===== src/rtl/cag_pkg.sv =====
package cag_pkg;

  // Configuration port geometry
  localparam int unsigned CFG_DATA_W = 9;
  localparam int unsigned CFG_IDX_W  = 2;
  localparam int unsigned PASS_CFG_W = 3;

  // Register indexes
  localparam logic [CFG_IDX_W-1:0] REG_GRID_WIDTH  = 2'd0;
  localparam logic [CFG_IDX_W-1:0] REG_GRID_HEIGHT = 2'd1;
  localparam logic [CFG_IDX_W-1:0] REG_PASS_COUNT  = 2'd2;

  // Register reset values
  localparam int unsigned RST_GRID_WIDTH  = 64;
  localparam int unsigned RST_GRID_HEIGHT = 64;
  localparam int unsigned RST_PASS_COUNT  = 1;

  // Input item kinds
  localparam logic MODE_CELL  = 1'b0;
  localparam logic MODE_FLUSH = 1'b1;

  // Automaton rule: a wall survives on 4..5 wall neighbours, floor turns wall on 5+
  localparam logic [3:0] SURVIVE_MIN = 4'd4;
  localparam logic [3:0] SURVIVE_MAX = 4'd5;
  localparam logic [3:0] BIRTH_MIN   = 4'd5;

  // Item moving down the generation chain
  typedef struct packed {
    logic has;   // carries a cell
    logic wall;  // cell value
    logic last;  // final cell of the grid
  } token_t;

endpackage


===== src/rtl/cag_ram.sv =====
module cag_ram #(
  parameter int unsigned WIDTH = 2,
  parameter int unsigned DEPTH = 256,
  localparam int unsigned AW = $clog2(DEPTH)
) (
  input  logic             clk_i,
  input  logic             we_i,
  input  logic [AW-1:0]    waddr_i,
  input  logic [WIDTH-1:0] wdata_i,
  input  logic [AW-1:0]    raddr_i,
  output logic [WIDTH-1:0] rdata_o
);

  logic [WIDTH-1:0] mem_q [DEPTH];
  logic [WIDTH-1:0] rdata_q;

  // One write port, one registered read port (read returns old data on a clash)
  always_ff @(posedge clk_i) begin
    if (we_i) begin
      mem_q[waddr_i] <= wdata_i;
    end
    rdata_q <= mem_q[raddr_i];
  end

  assign rdata_o = rdata_q;

endmodule


===== src/rtl/cag_stage.sv =====
module cag_stage #(
  parameter int unsigned MAX_WIDTH  = 256,
  parameter int unsigned MAX_HEIGHT = 256,
  localparam int unsigned WW    = $clog2(MAX_WIDTH + 1),
  localparam int unsigned HW    = $clog2(MAX_HEIGHT + 1),
  localparam int unsigned TOT_W = $clog2(MAX_WIDTH * MAX_HEIGHT + 1)
) (
  input  logic            clk_i,
  input  logic            rst_ni,
  input  logic            clear_i,
  input  logic            active_i,
  input  logic [WW-1:0]   width_i,
  input  logic [HW-1:0]   height_i,
  input  logic [TOT_W-1:0] total_i,
  input  logic            in_valid_i,
  output logic            in_ready_o,
  input  cag_pkg::token_t in_tok_i,
  output logic            out_valid_o,
  input  logic            out_ready_i,
  output cag_pkg::token_t out_tok_o
);

  import cag_pkg::*;

  localparam int unsigned CW    = $clog2(MAX_WIDTH);
  localparam int unsigned RW    = $clog2(MAX_HEIGHT);
  localparam int unsigned POS_W = $clog2(MAX_WIDTH * MAX_HEIGHT + MAX_WIDTH + 1);

  // Stream position of the next cell shifted in, and the centre cell's coordinates
  logic [POS_W-1:0] pos_q, pos_d;
  logic [CW-1:0]    wcol_q, wcol_d;
  logic [CW-1:0]    ccol_q, ccol_d;
  logic [RW-1:0]    crow_q, crow_d;

  // 3x3 window, each column {bottom, middle, top}
  logic [2:0] win_l_q, win_c_q, win_r_q;

  logic   out_vld_q, out_vld_d;
  token_t out_tok_q, out_tok_d;

  logic       byp_q;
  logic [1:0] byp_dat_q;
  logic [1:0] ram_rd, row_rd, ram_wd;

  logic [POS_W-1:0] total_ext, w_plus1, drain_end;
  logic framed, aligned, catchup, take, store, drain, shift, emit, fin;
  logic new_bit;
  logic [2:0] new_col, sl, sc, sr;
  logic top_out, bot_out, left_out, right_out;
  logic [7:0] nbr;
  logic [3:0] nbr_cnt;
  logic       next_wall;
  logic       wcol_wrap, ccol_wrap;

  // Frame progress
  assign total_ext = POS_W'(total_i);
  assign w_plus1   = POS_W'(width_i) + POS_W'(1);
  assign drain_end = POS_W'(total_i) + POS_W'(width_i);
  assign framed    = (pos_q >= total_ext);
  assign aligned   = (pos_q >= w_plus1);

  // Small grids: realign the window to the first cell before draining
  assign catchup    = active_i && framed && !aligned;
  assign in_ready_o = !catchup && (!out_vld_q || out_ready_i);
  assign take       = in_valid_i && in_ready_o;

  assign store = take && active_i && !framed && in_tok_i.has;
  assign drain = take && active_i && framed;
  assign shift = store || drain || catchup;
  assign emit  = (store && aligned) || drain;
  assign fin   = drain && (pos_q == drain_end);

  // Line store: bit 0 holds the cell one row up, bit 1 two rows up
  assign row_rd  = byp_q ? byp_dat_q : ram_rd;
  assign new_bit = store ? in_tok_i.wall : 1'b0;
  assign new_col = {new_bit, row_rd[0], row_rd[1]};
  assign ram_wd  = {row_rd[0], new_bit};

  // Window after this shift
  assign sl = win_c_q;
  assign sc = win_r_q;
  assign sr = new_col;

  // Grid border: outside cells count as walls
  assign top_out   = (crow_q == '0);
  assign bot_out   = (crow_q == RW'(height_i - 1'b1));
  assign left_out  = (ccol_q == '0);
  assign right_out = (ccol_q == CW'(width_i - 1'b1));

  assign nbr[0] = top_out || left_out  || sl[0];
  assign nbr[1] = top_out              || sc[0];
  assign nbr[2] = top_out || right_out || sr[0];
  assign nbr[3] = left_out             || sl[1];
  assign nbr[4] = right_out            || sr[1];
  assign nbr[5] = bot_out || left_out  || sl[2];
  assign nbr[6] = bot_out              || sc[2];
  assign nbr[7] = bot_out || right_out || sr[2];

  assign nbr_cnt   = 4'($countones(nbr));
  assign next_wall = sc[1] ? ((nbr_cnt == SURVIVE_MIN) || (nbr_cnt == SURVIVE_MAX))
                           : (nbr_cnt >= BIRTH_MIN);

  assign wcol_wrap = (wcol_q == CW'(width_i - 1'b1));
  assign ccol_wrap = right_out;

  // Counter updates
  always_comb begin
    pos_d  = pos_q;
    wcol_d = wcol_q;
    ccol_d = ccol_q;
    crow_d = crow_q;
    if (clear_i || fin) begin
      pos_d  = '0;
      wcol_d = '0;
      ccol_d = '0;
      crow_d = '0;
    end else begin
      if (shift) begin
        pos_d  = pos_q + POS_W'(1);
        wcol_d = wcol_wrap ? '0 : wcol_q + CW'(1);
      end
      if (emit) begin
        if (ccol_wrap) begin
          ccol_d = '0;
          crow_d = crow_q + RW'(1);
        end else begin
          ccol_d = ccol_q + CW'(1);
        end
      end
    end
  end

  // Output slot
  always_comb begin
    out_vld_d = out_vld_q;
    out_tok_d = out_tok_q;
    if (clear_i) begin
      out_vld_d = 1'b0;
    end else if (take) begin
      out_vld_d = 1'b1;
      if (active_i) begin
        out_tok_d.has  = emit;
        out_tok_d.wall = next_wall;
        out_tok_d.last = fin;
      end else begin
        out_tok_d = in_tok_i;
      end
    end else if (out_ready_i) begin
      out_vld_d = 1'b0;
    end
  end

  always_ff @(posedge clk_i or negedge rst_ni) begin
    if (!rst_ni) begin
      pos_q     <= '0;
      wcol_q    <= '0;
      ccol_q    <= '0;
      crow_q    <= '0;
      out_vld_q <= 1'b0;
      byp_q     <= 1'b0;
    end else begin
      pos_q     <= pos_d;
      wcol_q    <= wcol_d;
      ccol_q    <= ccol_d;
      crow_q    <= crow_d;
      out_vld_q <= out_vld_d;
      byp_q     <= shift && (wcol_d == wcol_q);
    end
  end

  // Payload registers
  always_ff @(posedge clk_i) begin
    out_tok_q <= out_tok_d;
    byp_dat_q <= ram_wd;
    if (shift) begin
      win_l_q <= sl;
      win_c_q <= sc;
      win_r_q <= sr;
    end
  end

  // Two-row line store, read one cell ahead
  cag_ram #(
    .WIDTH (2),
    .DEPTH (MAX_WIDTH)
  ) u_line (
    .clk_i   (clk_i),
    .we_i    (shift),
    .waddr_i (wcol_q),
    .wdata_i (ram_wd),
    .raddr_i (wcol_d),
    .rdata_o (ram_rd)
  );

  assign out_valid_o = out_vld_q;
  assign out_tok_o   = out_tok_q;

  a_clear: assert property (@(posedge clk_i) disable iff (!rst_ni)
    clear_i |=> (pos_q == '0) && !out_vld_q)
    else $error("stage not cleared after a register write");

  a_fin: assert property (@(posedge clk_i) disable iff (!rst_ni)
    fin |=> (pos_q == '0) && (crow_q == '0) && (ccol_q == '0))
    else $error("stage counters not rewound after the last cell");

  a_wcol: assert property (@(posedge clk_i) disable iff (!rst_ni)
    (wcol_q < width_i) && (ccol_q < width_i))
    else $error("column pointer beyond the grid width");

  a_crow: assert property (@(posedge clk_i) disable iff (!rst_ni)
    crow_q < height_i)
    else $error("centre row beyond the grid height");

endmodule


===== src/rtl/cave_automaton_generation_unit.sv =====
// Cave automaton generation unit.
// Input channel (in_valid_i/in_ready_o): one transfer per grid cell in raster
// order (mode_i = cell), or a flush (mode_i = flush) that drains pending cells.
// Output channel (out_valid_o/out_ready_i): evolved cells in raster order,
// frame_last_o set on the final cell of the grid.
// Configuration: cfg_we_i writes grid width, grid height or pass count at
// cfg_index_i; any such write clears every generation and counter.
// Throughput: one transfer per cycle unless the receiver stalls or a window is
// realigned. Each generation is one cell of the chain with its own two-row line
// store, so a stage emits cell q once cell q+W+1 is in; the remaining W+1 cells
// of each generation come out on flush items. Every chain cell adds one
// register whether it applies a generation or not. Single-row grids hold off
// input in each generation once the row is in, while the window is realigned.
// Reset: 64 x 64 grid, one pass, empty chain; no store clearing is needed.
// Receiver stall: the output register holds its result; the chain keeps taking
// transfers until its cell registers fill, then in_ready_o drops.
module cave_automaton_generation_unit #(
  parameter int unsigned MAX_WIDTH  = 256,
  parameter int unsigned MAX_HEIGHT = 256,
  parameter int unsigned MAX_PASSES = 4
) (
  input  logic                             clk_i,
  input  logic                             rst_ni,
  input  logic                             cfg_we_i,
  input  logic [cag_pkg::CFG_IDX_W-1:0]    cfg_index_i,
  input  logic [cag_pkg::CFG_DATA_W-1:0]   cfg_data_i,
  input  logic                             in_valid_i,
  output logic                             in_ready_o,
  input  logic                             mode_i,
  input  logic                             cell_is_wall_i,
  output logic                             out_valid_o,
  input  logic                             out_ready_i,
  output logic                             result_is_wall_o,
  output logic                             frame_last_o
);

  import cag_pkg::*;

  localparam int unsigned WW     = $clog2(MAX_WIDTH + 1);
  localparam int unsigned HW     = $clog2(MAX_HEIGHT + 1);
  localparam int unsigned TOT_W  = $clog2(MAX_WIDTH * MAX_HEIGHT + 1);
  localparam int unsigned PASS_W = $clog2(MAX_PASSES + 1);
  localparam int unsigned RST_W  = (RST_GRID_WIDTH > MAX_WIDTH) ? MAX_WIDTH : RST_GRID_WIDTH;
  localparam int unsigned RST_H  = (RST_GRID_HEIGHT > MAX_HEIGHT) ? MAX_HEIGHT
                                                                  : RST_GRID_HEIGHT;
  localparam int unsigned RST_P  = (RST_PASS_COUNT > MAX_PASSES) ? MAX_PASSES
                                                                 : RST_PASS_COUNT;

  logic [WW-1:0]     width_q, w_cfg, mul_a;
  logic [HW-1:0]     height_q, h_cfg, mul_b;
  logic [WW+HW-1:0]  prod;
  logic [TOT_W-1:0]  total_q;
  logic [PASS_W-1:0] passes_q, p_cfg;
  logic [TOT_W-1:0]  cnt_q, cnt_d;
  logic              cfg_is_w, cfg_is_h, cfg_is_p, clear;
  logic              zero_pass, in_xfer, cnt_last;
  logic              out_vld_q, out_vld_d;
  logic              res_wall_q, res_last_q;

  token_t                  tok     [MAX_PASSES+1];
  logic [MAX_PASSES:0]     tok_vld;
  logic [MAX_PASSES:0]     tok_rdy;
  logic [MAX_PASSES-1:0]   active;

  // Register write decode
  assign cfg_is_w = cfg_we_i && (cfg_index_i == REG_GRID_WIDTH);
  assign cfg_is_h = cfg_we_i && (cfg_index_i == REG_GRID_HEIGHT);
  assign cfg_is_p = cfg_we_i && (cfg_index_i == REG_PASS_COUNT);
  assign clear    = cfg_is_w || cfg_is_h || cfg_is_p;

  // Clamp written values to the supported range
  always_comb begin
    if (cfg_data_i == '0) begin
      w_cfg = WW'(1);
      h_cfg = HW'(1);
    end else begin
      w_cfg = (int'(cfg_data_i) > MAX_WIDTH)  ? WW'(MAX_WIDTH)  : WW'(cfg_data_i);
      h_cfg = (int'(cfg_data_i) > MAX_HEIGHT) ? HW'(MAX_HEIGHT) : HW'(cfg_data_i);
    end
    p_cfg = (int'(cfg_data_i[PASS_CFG_W-1:0]) > MAX_PASSES)
            ? PASS_W'(MAX_PASSES) : PASS_W'(cfg_data_i[PASS_CFG_W-1:0]);
  end

  // Cell count of the grid, taken at the register write
  assign mul_a = cfg_is_w ? w_cfg : width_q;
  assign mul_b = cfg_is_h ? h_cfg : height_q;
  assign prod  = {{HW{1'b0}}, mul_a} * {{WW{1'b0}}, mul_b};

  always_ff @(posedge clk_i or negedge rst_ni) begin
    if (!rst_ni) begin
      width_q  <= WW'(RST_W);
      height_q <= HW'(RST_H);
      total_q  <= TOT_W'(RST_W * RST_H);
      passes_q <= PASS_W'(RST_P);
    end else begin
      if (cfg_is_w) begin
        width_q <= w_cfg;
      end
      if (cfg_is_h) begin
        height_q <= h_cfg;
      end
      if (cfg_is_w || cfg_is_h) begin
        total_q <= prod[TOT_W-1:0];
      end
      if (cfg_is_p) begin
        passes_q <= p_cfg;
      end
    end
  end

  // Pass-through counting when no generation is applied
  assign zero_pass = (passes_q == '0);
  assign in_xfer   = in_valid_i && in_ready_o;
  assign cnt_last  = ((cnt_q + TOT_W'(1)) == total_q);

  always_comb begin
    cnt_d = cnt_q;
    if (clear) begin
      cnt_d = '0;
    end else if (in_xfer && zero_pass && (mode_i == MODE_CELL)) begin
      cnt_d = cnt_last ? '0 : cnt_q + TOT_W'(1);
    end
  end

  always_ff @(posedge clk_i or negedge rst_ni) begin
    if (!rst_ni) begin
      cnt_q <= '0;
    end else begin
      cnt_q <= cnt_d;
    end
  end

  // Chain input
  assign tok[0].has  = (mode_i == MODE_CELL);
  assign tok[0].wall = cell_is_wall_i;
  assign tok[0].last = zero_pass && (mode_i == MODE_CELL) && cnt_last;
  assign tok_vld[0]  = in_valid_i;
  assign in_ready_o  = tok_rdy[0];

  // One chain cell per generation
  for (genvar k = 0; k < MAX_PASSES; k++) begin : g_gen
    assign active[k] = (PASS_W'(k) < passes_q);

    cag_stage #(
      .MAX_WIDTH  (MAX_WIDTH),
      .MAX_HEIGHT (MAX_HEIGHT)
    ) u_stage (
      .clk_i       (clk_i),
      .rst_ni      (rst_ni),
      .clear_i     (clear),
      .active_i    (active[k]),
      .width_i     (width_q),
      .height_i    (height_q),
      .total_i     (total_q),
      .in_valid_i  (tok_vld[k]),
      .in_ready_o  (tok_rdy[k]),
      .in_tok_i    (tok[k]),
      .out_valid_o (tok_vld[k+1]),
      .out_ready_i (tok_rdy[k+1]),
      .out_tok_o   (tok[k+1])
    );
  end

  // Output register; items without a cell are dropped here
  assign tok_rdy[MAX_PASSES] = !out_vld_q || out_ready_i;

  always_comb begin
    out_vld_d = out_vld_q;
    if (tok_vld[MAX_PASSES] && tok_rdy[MAX_PASSES] && tok[MAX_PASSES].has) begin
      out_vld_d = 1'b1;
    end else if (out_ready_i) begin
      out_vld_d = 1'b0;
    end
  end

  always_ff @(posedge clk_i or negedge rst_ni) begin
    if (!rst_ni) begin
      out_vld_q <= 1'b0;
    end else begin
      out_vld_q <= out_vld_d;
    end
  end

  always_ff @(posedge clk_i) begin
    if (tok_vld[MAX_PASSES] && tok_rdy[MAX_PASSES] && tok[MAX_PASSES].has) begin
      res_wall_q <= tok[MAX_PASSES].wall;
      res_last_q <= tok[MAX_PASSES].last;
    end
  end

  assign out_valid_o      = out_vld_q;
  assign result_is_wall_o = res_wall_q;
  assign frame_last_o     = res_last_q;

  a_cnt: assert property (@(posedge clk_i) disable iff (!rst_ni)
    cnt_q < total_q)
    else $error("pass-through count reached the grid size");

  a_geom: assert property (@(posedge clk_i) disable iff (!rst_ni)
    (width_q != '0) && (height_q != '0) && (total_q != '0))
    else $error("empty grid geometry");

  a_pass: assert property (@(posedge clk_i) disable iff (!rst_ni)
    clear |=> (cnt_q == '0) && (int'(passes_q) <= MAX_PASSES))
    else $error("register write did not leave a clean pass setup");

endmodule

===== config.mk =====
export PLATFORM = sky130hd
export DESIGN_NAME = cave_automaton_generation_unit
export DESIGN_NICKNAME = d
export VERILOG_FILES = /design/src/rtl/cag_pkg.sv /design/src/rtl/cag_ram.sv /design/src/rtl/cag_stage.sv /design/src/rtl/cave_automaton_generation_unit.sv
export SDC_FILE = /design/constraint.sdc
export NUM_CORES = 2
export LEC_CHECK = 0
export BUFFER_PORTS_ARGS = -buffer_cell sky130_fd_sc_hd__buf_2
export CORE_ASPECT_RATIO = 1.5
export CORE_MARGIN = 3
export CORE_UTILIZATION = 54
export DETAILED_ROUTE_END_ITERATION = 7
export PLACE_DENSITY = 0.66
export SLEW_MARGIN = 0
export SYNTH_ARGS = -nofsm -noshare
export SYNTH_HDL_FRONTEND = slang
export SYNTH_SLANG_ARGS = --single-unit

===== constraint.sdc =====
create_clock -name clk_i -period 30 [get_ports clk_i]
set_clock_uncertainty 0.15 [all_clocks]
set_input_delay 1.5 -clock clk_i [delete_from_list [all_inputs] [get_ports clk_i]]
set_output_delay 1.5 -clock clk_i [all_outputs]
set_load 0.005 [all_outputs]

# Word-level counts from Yosys, hierarchy flattened
# Memories as Yosys holds them, arrays and structs flattened. A register that Yosys moved wholly into a read port is not among the register bits.
# Cells that the tools add are included.
# Widths: inputs -> output; s select.
[classes]
addsub = 49
multipliers = 1
magnitude_cmp = 18
n_eq_ne = 31
mux = 90
bitwise = 2
reduce_logical = 182
[ops]
columns = ["op", "n"]
rows = [
  ["$mux 8", 36],
  ["$mux 17", 11],
  ["$ge 17x17->1", 8],
  ["$eq 8x8->1", 16],
  ["$add 8x1->8 const B", 12],
  ["$add 17x1->17 const B", 5],
  ["$eq 17x17->1", 5],
  ["$logic_or 1x1->1", 75],
  ["$logic_not 8->1", 8],
  ["$logic_and 1x1->1", 53],
  ["$add 4x4->4", 12],
  ["$mux 9", 4],
  ["$add 1x1->2", 16],
  ["$eq 4x3->1 const B", 8],
  ["$mux 1", 30],
  ["$reduce_bool 2->1", 14],
  ["$add 17x9->17", 1],
  ["$logic_not 1->1", 17],
  ["$mul 9x9->17", 1],
  ["$ge 4x3->1 const B", 4],
  ["$reduce_and 2->1", 8],
  ["$sub 8x1->8 const B", 2],
  ["$mux 3", 5],
  ["$reduce_bool 3->1", 4],
  ["other kinds (12)", 18],
]
[word_totals]
register_bits = 274
mem_bits_rw = 2048
input_bits = 18
output_inout_bits = 4
n_memories = 4
[mem_list]
columns = ["name", "depth", "width", "rd", "rd_ports_with_merged_regs", "wr", "line_no", "text"]
rows = [
  ["g_gen[0].u_stage.u_line.mem_q", 256, 2, 1, 1, 1, "cag_ram.sv:14", "logic [WIDTH-1:0] mem_q [DEPTH];"],
  ["g_gen[1].u_stage.u_line.mem_q", 256, 2, 1, 1, 1, "cag_ram.sv:14", ""],
  ["g_gen[2].u_stage.u_line.mem_q", 256, 2, 1, 1, 1, "cag_ram.sv:14", ""],
  ["g_gen[3].u_stage.u_line.mem_q", 256, 2, 1, 1, 1, "cag_ram.sv:14", ""],
]

# Logic depth before layout (Yosys ltp)
[logic_depth]
word_depth = 25
mapped_depth = 30
ltp_nobuf = 29

# By module
# Synthesis repeated with hierarchy kept, for this count alone.
[hier_totals]
cells_unflattened = 8036
hier_area_um2 = 111609.5
[by_module_without_submodules]
columns = ["module", "instances", "cells_each", "area_per_inst_um2", "seq_area_each_um2"]
rows = [
  ["cag_ram", 4, 1242, 21381.8, 15414.8],
  ["cave_automaton_generation_unit", 1, 638, 5471.5, 1466.4],
  ["cag_stage at g_gen[0].u_stage", 1, 599, 5215.0, 1386.3],
  ["cag_stage at g_gen[1].u_stage", 1, 611, 5181.2, 1386.3],
  ["cag_stage at g_gen[3].u_stage", 1, 615, 5138.7, 1386.3],
  ["cag_stage at g_gen[2].u_stage", 1, 605, 5076.1, 1386.3],
]

# Worst setup path after synthesis
# No wires, ideal clock.
[synth_path]
path_kind = "reg2reg"
from = "reg width_q[0]"
to = "reg g_gen[0].u_stage.out_tok_q, in the netlist g_gen[0].u_stage.out_tok_o[1], data pin"
setup_time_ps = 267
arrival_ps = 22188
slack_ps = 7395
path_stages_with_launch = 29
period_less_slack_ps = 22605
cell_sequence = "dfrtp_1 > clkbuf_1 > buf_1 > inv_1 > ha_1 > clkbuf_1 > inv_1 > ha_1 > nor2b_1 > o21a_1 > o2111a_1 > o311ai_0 > a311o_1 > a21oi_1 > nand3_1 > a21oi_1 > nand2_1 > nor4b_1 > or2_2 > ha_1 > inv_1 > fa_1 > inv_1 > fa_1 > ha_1 > fa_1 > o31a_1 > o21ai_0 > a21oi_1"
[synth_via]
elab_chain_len = 25
word_cells_on_any_way = 48
[synth_rtl]
columns = ["element", "line_no", "text"]
rows = [
  ["start: declaration", "cave_automaton_generation_unit.sv:49", "logic [WW-1:0] width_q, w_cfg, mul_a;"],
  ["start signal: assignment", "cave_automaton_generation_unit.sv:91", "width_q <= WW'(RST_W);"],
  ["start signal: assignment", "cave_automaton_generation_unit.sv:97", "width_q <= w_cfg;"],
  ["$add 9x1->10 (*)", "cag_stage.sv:57", "assign w_plus1 = POS_W'(width_i) + POS_W'(1);"],
  ["$ge 17x17->1", "cag_stage.sv:60", "assign aligned = (pos_q >= w_plus1);"],
  ["$logic_not 1->1", "cag_stage.sv:63", "assign catchup = active_i && framed && !aligned;"],
  ["$logic_and 1x1->1", "cag_stage.sv:63", ""],
  ["$logic_not 1->1", "cag_stage.sv:64", "assign in_ready_o = !catchup && (!out_vld_q || out_ready_i);"],
  ["$logic_and 1x1->1", "cag_stage.sv:64", ""],
  ["$logic_or 1x1->1", "cag_stage.sv:64", ""],
  ["$logic_and 1x1->1", "cag_stage.sv:64", ""],
  ["[4 not listed]", "-", ""],
  ["named net in_ready_o", "cave_automaton_generation_unit.sv:28", "output logic in_ready_o,"],
  ["[4 not listed]", "-", ""],
  ["$mux 1 (*)", "cag_stage.sv:75", "assign new_bit = store ? in_tok_i.wall : 1'b0;"],
  ["named net g_gen[0].u_stage.new_bit", "cag_stage.sv:47", "logic new_bit;"],
  ["$logic_or 1x1->1 (*)", "cag_stage.sv:97", "assign nbr[7] = bot_out || right_out || sr[2];"],
  ["$add 1x1->2 (implied by the code) (*)", "cag_stage.sv:99", "assign nbr_cnt = 4'($countones(nbr));"],
  ["$add 4x4->4 (implied by the code) (*) (2 in series)", "cag_stage.sv:99", ""],
  ["parallel branches: the longest is 2 deep, another holds $ge 4x3->1", "-", ""],
  ["$mux 1 (*)", "cag_stage.sv:100", "assign next_wall = sc[1] ? ((nbr_cnt == SURVIVE_MIN) || (nbr_cnt == SURVIVE_MAX))"],
  ["$mux 3 (*)", "cag_stage.sv:141", "if (active_i) begin"],
  ["end signal: assignment", "cag_stage.sv:173", "out_tok_q <= out_tok_d;"],
  ["end: declaration", "cag_stage.sv:39", "token_t out_tok_q, out_tok_d;"],
]
# Mark *: on every way through the listed nets, which the timed path passes.
# A chain may end at the register's enable or synchronous reset.

# Worst setup path in the final report
[layout_path]
from = "reg width_q[3]"
to = "reg g_gen[3].u_stage.u_line.rdata_q[1] (read register of g_gen[3].u_stage.u_line.mem_q)"
[layout_via]
elab_chain_len = 14
word_cells_on_any_way = 22
[layout_rtl]
columns = ["element", "line_no", "text"]
rows = [
  ["$add 9x1->10", "cag_stage.sv:57", ""],
  ["$ge 17x17->1", "cag_stage.sv:60", ""],
  ["$logic_not 1->1", "cag_stage.sv:63", ""],
  ["$logic_and 1x1->1", "cag_stage.sv:63", ""],
  ["$logic_not 1->1", "cag_stage.sv:64", ""],
  ["$logic_and 1x1->1", "cag_stage.sv:64", ""],
  ["$logic_and 1x1->1", "cag_stage.sv:65", "assign take = in_valid_i && in_ready_o;"],
  ["$logic_and 1x1->1", "cag_stage.sv:67, cag_stage.sv:68", ""],
  ["$logic_and 1x1->1 (2 in series)", "cag_stage.sv:67", "assign store = take && active_i && !framed && in_tok_i.has;"],
  ["$logic_or 1x1->1 (2 in series)", "cag_stage.sv:69", "assign shift = store || drain || catchup;"],
  ["$mux 8", "cag_stage.sv:118", "if (shift) begin"],
  ["$mux 8 (*)", "cag_stage.sv:112", "if (clear_i || fin) begin"],
  ["end: declaration", "cag_ram.sv:15", "logic [WIDTH-1:0] rdata_q;"],
]
# Mark *: on every way between the ends. The rest lies on a longest branch, timed or not.

==> summary.txt <==
Outcome
  – Status: finished with violations
  – Failing checks: design-rule violations

Clock tree
  – CTS Hold Buffers Added: 0
  – Post-CTS sizing: 0
  – CTS tree: built
  – CTS sink cnt: 2330
  – CTS H-tree lvls: 4
  – CTS max path bufs: 4
  – Clock root cell: clkbuf_16
  – Clock transition at path regs: roughly 0.070 ns
  – CTS buffer count: 219
  – Postcts setup bufs: 0
  – Clk Latency, worst-skew pair: ~0.89 ns

Critical path
  – Worst Path Max Fanout: 91
  – Critical path launch point: width_q[3]
  – Crit Path Category: register to register
  – CP delay by family, top: simple AND/OR/NAND/NOR gates
  – Slowest cell on the critical path: xnor2_1
  – Critical path's largest stage delay: 0.95 ns
  – Reg2reg start: width_q[3]
  – Worst path cell trace: nand3_1 > nor2_1 > nand3_1 > ha_1 > nand2b_1 > or4_4 > nor4b_2 > o2111ai_1 > nand4_1 > o21ai_0 > nand2_1 > clkinv_1 > xnor2_1 > nand2_2 > buf_4 > inv_6 > buf_4 > nor3_2 > a22oi_1 > nand4_1 > o21ai_0 > nor2_1 > a32o_1 > mux2i_1
  – Worst path buffer plus inverter count: 4
  – Crit start category: register
  – Worst setup EP type: register
  – CP arrival: about 10 ns
  – Worst Path Required: approximately 30 ns

Pwr
  – Pwr Density: about 73 mW/mm2
  – Share of power burned in the clock network: 32.2%
  – Internal power: slightly below 6 mW
  – Switch share: 31.2%
  – Logic pwr share: between 20% and 30%
  – Pleak: approximately 40 nW
  – Sequential Power Share: 44.8%
  – NetSw: approximately 2.7 mW
  – Peak supply drop: approximately 0.057 mV

Timing
  – Clock period minus worst slack: around 9.5 ns
  – Fmax: around 0.10 GHz
  – Unrepaired setup endpoints after global routing: false
  – Setup TNS: 0 ns
  – Slew Limit Headroom: under 10%
  – Hold Vio Cnt, Final: 0
  – Final worst path period share: between 30% and 40%
  – Endpoints failing setup: 0
  – Fin. max-slew vios: 0
  – Worst-margin pin slew: 1.37 ns

Route
  – # DRC: 15
  – Iteration-0 DRC Markers: ~8500
  – Drt pass-1 iters: 8
  – Antenna-violating nets left: 0
  – Routed length per instance: around 27 um
  – Routed WL: about 320000 um
  – Via count: 75400
  – Routed vias/inst: between 6 and 7

Global routing
  – Total GRT Usage: 30.5%
  – GRT overflow: 0
  – First-pass GRT wire length: about 470000 um
  – Vias in the first global route: between 70000 and 80000
  – Initial antenna violation count: 6
  – Largest net degree at the start of global routing: roughly 240

Layout
  – Area added between synthesis and finish: 9.32%
  – Final #Nets: just over 9000
  – Most frequent cells in the layout: edfxtp_1, nor2_1, nand2_1
  – Most common cell after layout, fill and taps aside: edfxtp_1
  – Fillcell total: 15800
  – Layout cell share with drive strength beyond 1: 7.80%
  – Final Instance Area: approximately 0.12 mm2

Yosys
  – Number of enable flip-flop cells after synthesis: between 2000 and 2500
  – Synth cell types: between 100 and 150
  – Syn nets: roughly 9200
  – Asr flop ratio synth: under 10%
  – Synthesized instance count: roughly 8900
  – Avg Cell Area, Syn: roughly 12 um2
  – Cell Area, Synth: between 0.1 and 0.15 mm2
  – Syn. warnings: 0
  – Top FF cell, synth: edfxtp_1
  – Yosys reg bits: between 2000 and 2500
  – Sequential area share after synthesis: ~64%

Min path
  – Hold Crit Class: register to register
  – Min-delay src: g_gen[3].u_stage.out_tok_o[0]

Job
  – Max-cap viol count: 0

Floorplan
  – Core area: between 0.15 and 0.2 mm2
  – Die W: between 300 and 400 um
  – Die area: between 0.2 and 0.25 mm2
  – I/O Pins: 22
  – Die Y: roughly 550 um
  – Initial Util: a little over half
  – Number of cell rows: slightly below 200

Place
  – Post-DP Area: ~0.11 mm2
  – GPL Wtd Cong: about 0.95
  – Port Buf Inserts: 21
  – Hpwl dp: ~200000 um
[logic make-up after synthesis]
group | Yosys count | synth area share (%)
xor gates and xnor gates | 353 | 3.15
adders and majority gates | 269 | 3.59
buffers and inverters | 784 | 2.89
and+or+nand+nor | 3209 | 13.3
DFF | 2330 | 63.9
muxes | 209 | 2.00
AOI/OAI and AO/OA | 1780 | 11.2
[state kept, by name, summed over array words and instances (netlist names)]
signal	cells
total_q	17
g_gen.u_stage.sl	12
passes_q	3
g_gen.u_stage.crow_q	32
width_q	9
g_gen.u_stage.u_line.mem_q	2048
g_gen.u_stage.byp_q	4
frame_last_o	1
cnt_q	17
g_gen.u_stage.out_valid_o	4
result_is_wall_o	1
g_gen.u_stage.u_line.rdata_o	8
g_gen.u_stage.out_tok_o	12
out_valid_o	1
g_gen.u_stage.byp_dat_q	8
g_gen.u_stage.ccol_q	32
g_gen.u_stage.pos_q	68
g_gen.u_stage.wcol_q	32
height_q	9
g_gen.u_stage.sc	12
[final timing paths]
check | to | slack, ns | cells after the start
max in group asynchronous | total_q[14] | 27.22 | 3
worst max register to register | g_gen[3].u_stage.u_line.rdata_o[1] | 20.47 | 24
min in group asynchronous | g_gen[1].u_stage.wcol_q[6] | 0.33 | 1
worst max-delay path | g_gen[3].u_stage.u_line.rdata_o[1] | 20.47 | 24
worst min-delay path | frame_last_o | 0.27 | 0
worst min register to register | frame_last_o | 0.27 | 0
[synth_stat cells (22+ instances only)]
cell / count / area share, %
mux2i_1: 173 / 1.6
or3_1: 30 / 0.17
nor2_1: 1287 / 4.5
nand2_1: 946 / 3.3
o221ai_1: 222 / 1.8
and3_1: 95 / 0.55
buf_2: 90 / 0.42
and2_1: 47 / 0.27
fa_1: 66 / 1.2
xnor2_1: 163 / 1.3
buf_1: 52 / 0.18
edfxtp_1: 2086 / 58
nor3_1: 126 / 0.59
a31oi_1: 85 / 0.49
o21a_1: 24 / 0.17
o21ai_0: 249 / 1.2
xor2_1: 169 / 1.4
a32oi_1: 28 / 0.23
o31ai_1: 22 / 0.15
a21oi_1: 394 / 1.8
nand2b_1: 59 / 0.34
a22oi_1: 71 / 0.50
o211ai_1: 40 / 0.28
nor4_1: 67 / 0.39
a21o_1: 31 / 0.22
nand4_1: 97 / 0.56
a221oi_1: 48 / 0.39
clkbuf_1: 427 / 1.5
a211oi_1: 65 / 0.45
mux2_2: 35 / 0.37
dfrtp_1: 224 / 5.2
nor2b_1: 41 / 0.24
nand3_1: 270 / 1.3
o22ai_1: 266 / 1.5
ha_1: 201 / 2.3
inv_1: 189 / 0.66
[metal layers]
layer | vias to the layer above | wire (um) | global-route usage (%)
li1 | 33100 | - | -
met1 | 37700 | 115000 | 37.1
met2 | 3642 | 157000 | 51.4
met3 | 1060 | 25400 | 5.05
met4 | 2 | 21200 | 17.8
met5 | - | 13 | 0
[power by group through the flow]
stage / Combinational (mW) / Clock (mW) / Sequential (mW)
after floorplan: 1.28 / 0 / 3.91
after global routing: 2.13 / 2.93 / 3.86
after global placement: 1.91 / 0 / 3.93
after detailed placement: 1.94 / 0 / 3.93
final: 1.98 / 2.78 / 3.86
after CTS: 1.95 / 2.81 / 3.86
[stage by stage]
stage / util, % / total power [mW] / std cells / hold WS, ns / setup WS [ns]
floorplan: - / 5.19 / 8934 / 0.250 / 7.40
global placement: 56.0 / 5.84 / 11200 / 0.272 / 20.93
detailed placement: 56.0 / 5.87 / 11200 / 0.260 / 20.66
CTS: 59.7 / 8.62 / 11600 / 0.273 / 20.60
global route: 59.7 / 8.92 / 11600 / 0.280 / 19.87
finish: 59.7 / 8.62 / 11600 / 0.272 / 20.47
[area by class of cell]
type                    instances  area (um2)  area share [%]
repair buffers                218        1610            1.37
inverters                     203         772           0.657
diodes                          5        12.5          0.0106
well taps                    2613        3270            2.78
clock inverters               126        1260            1.07
multi-input cells            5820       36000            30.7
flip-flops and latches       2330       68700            58.4
clock buffers                 274        5870            5.00
(Power assumes the default switching activity.)
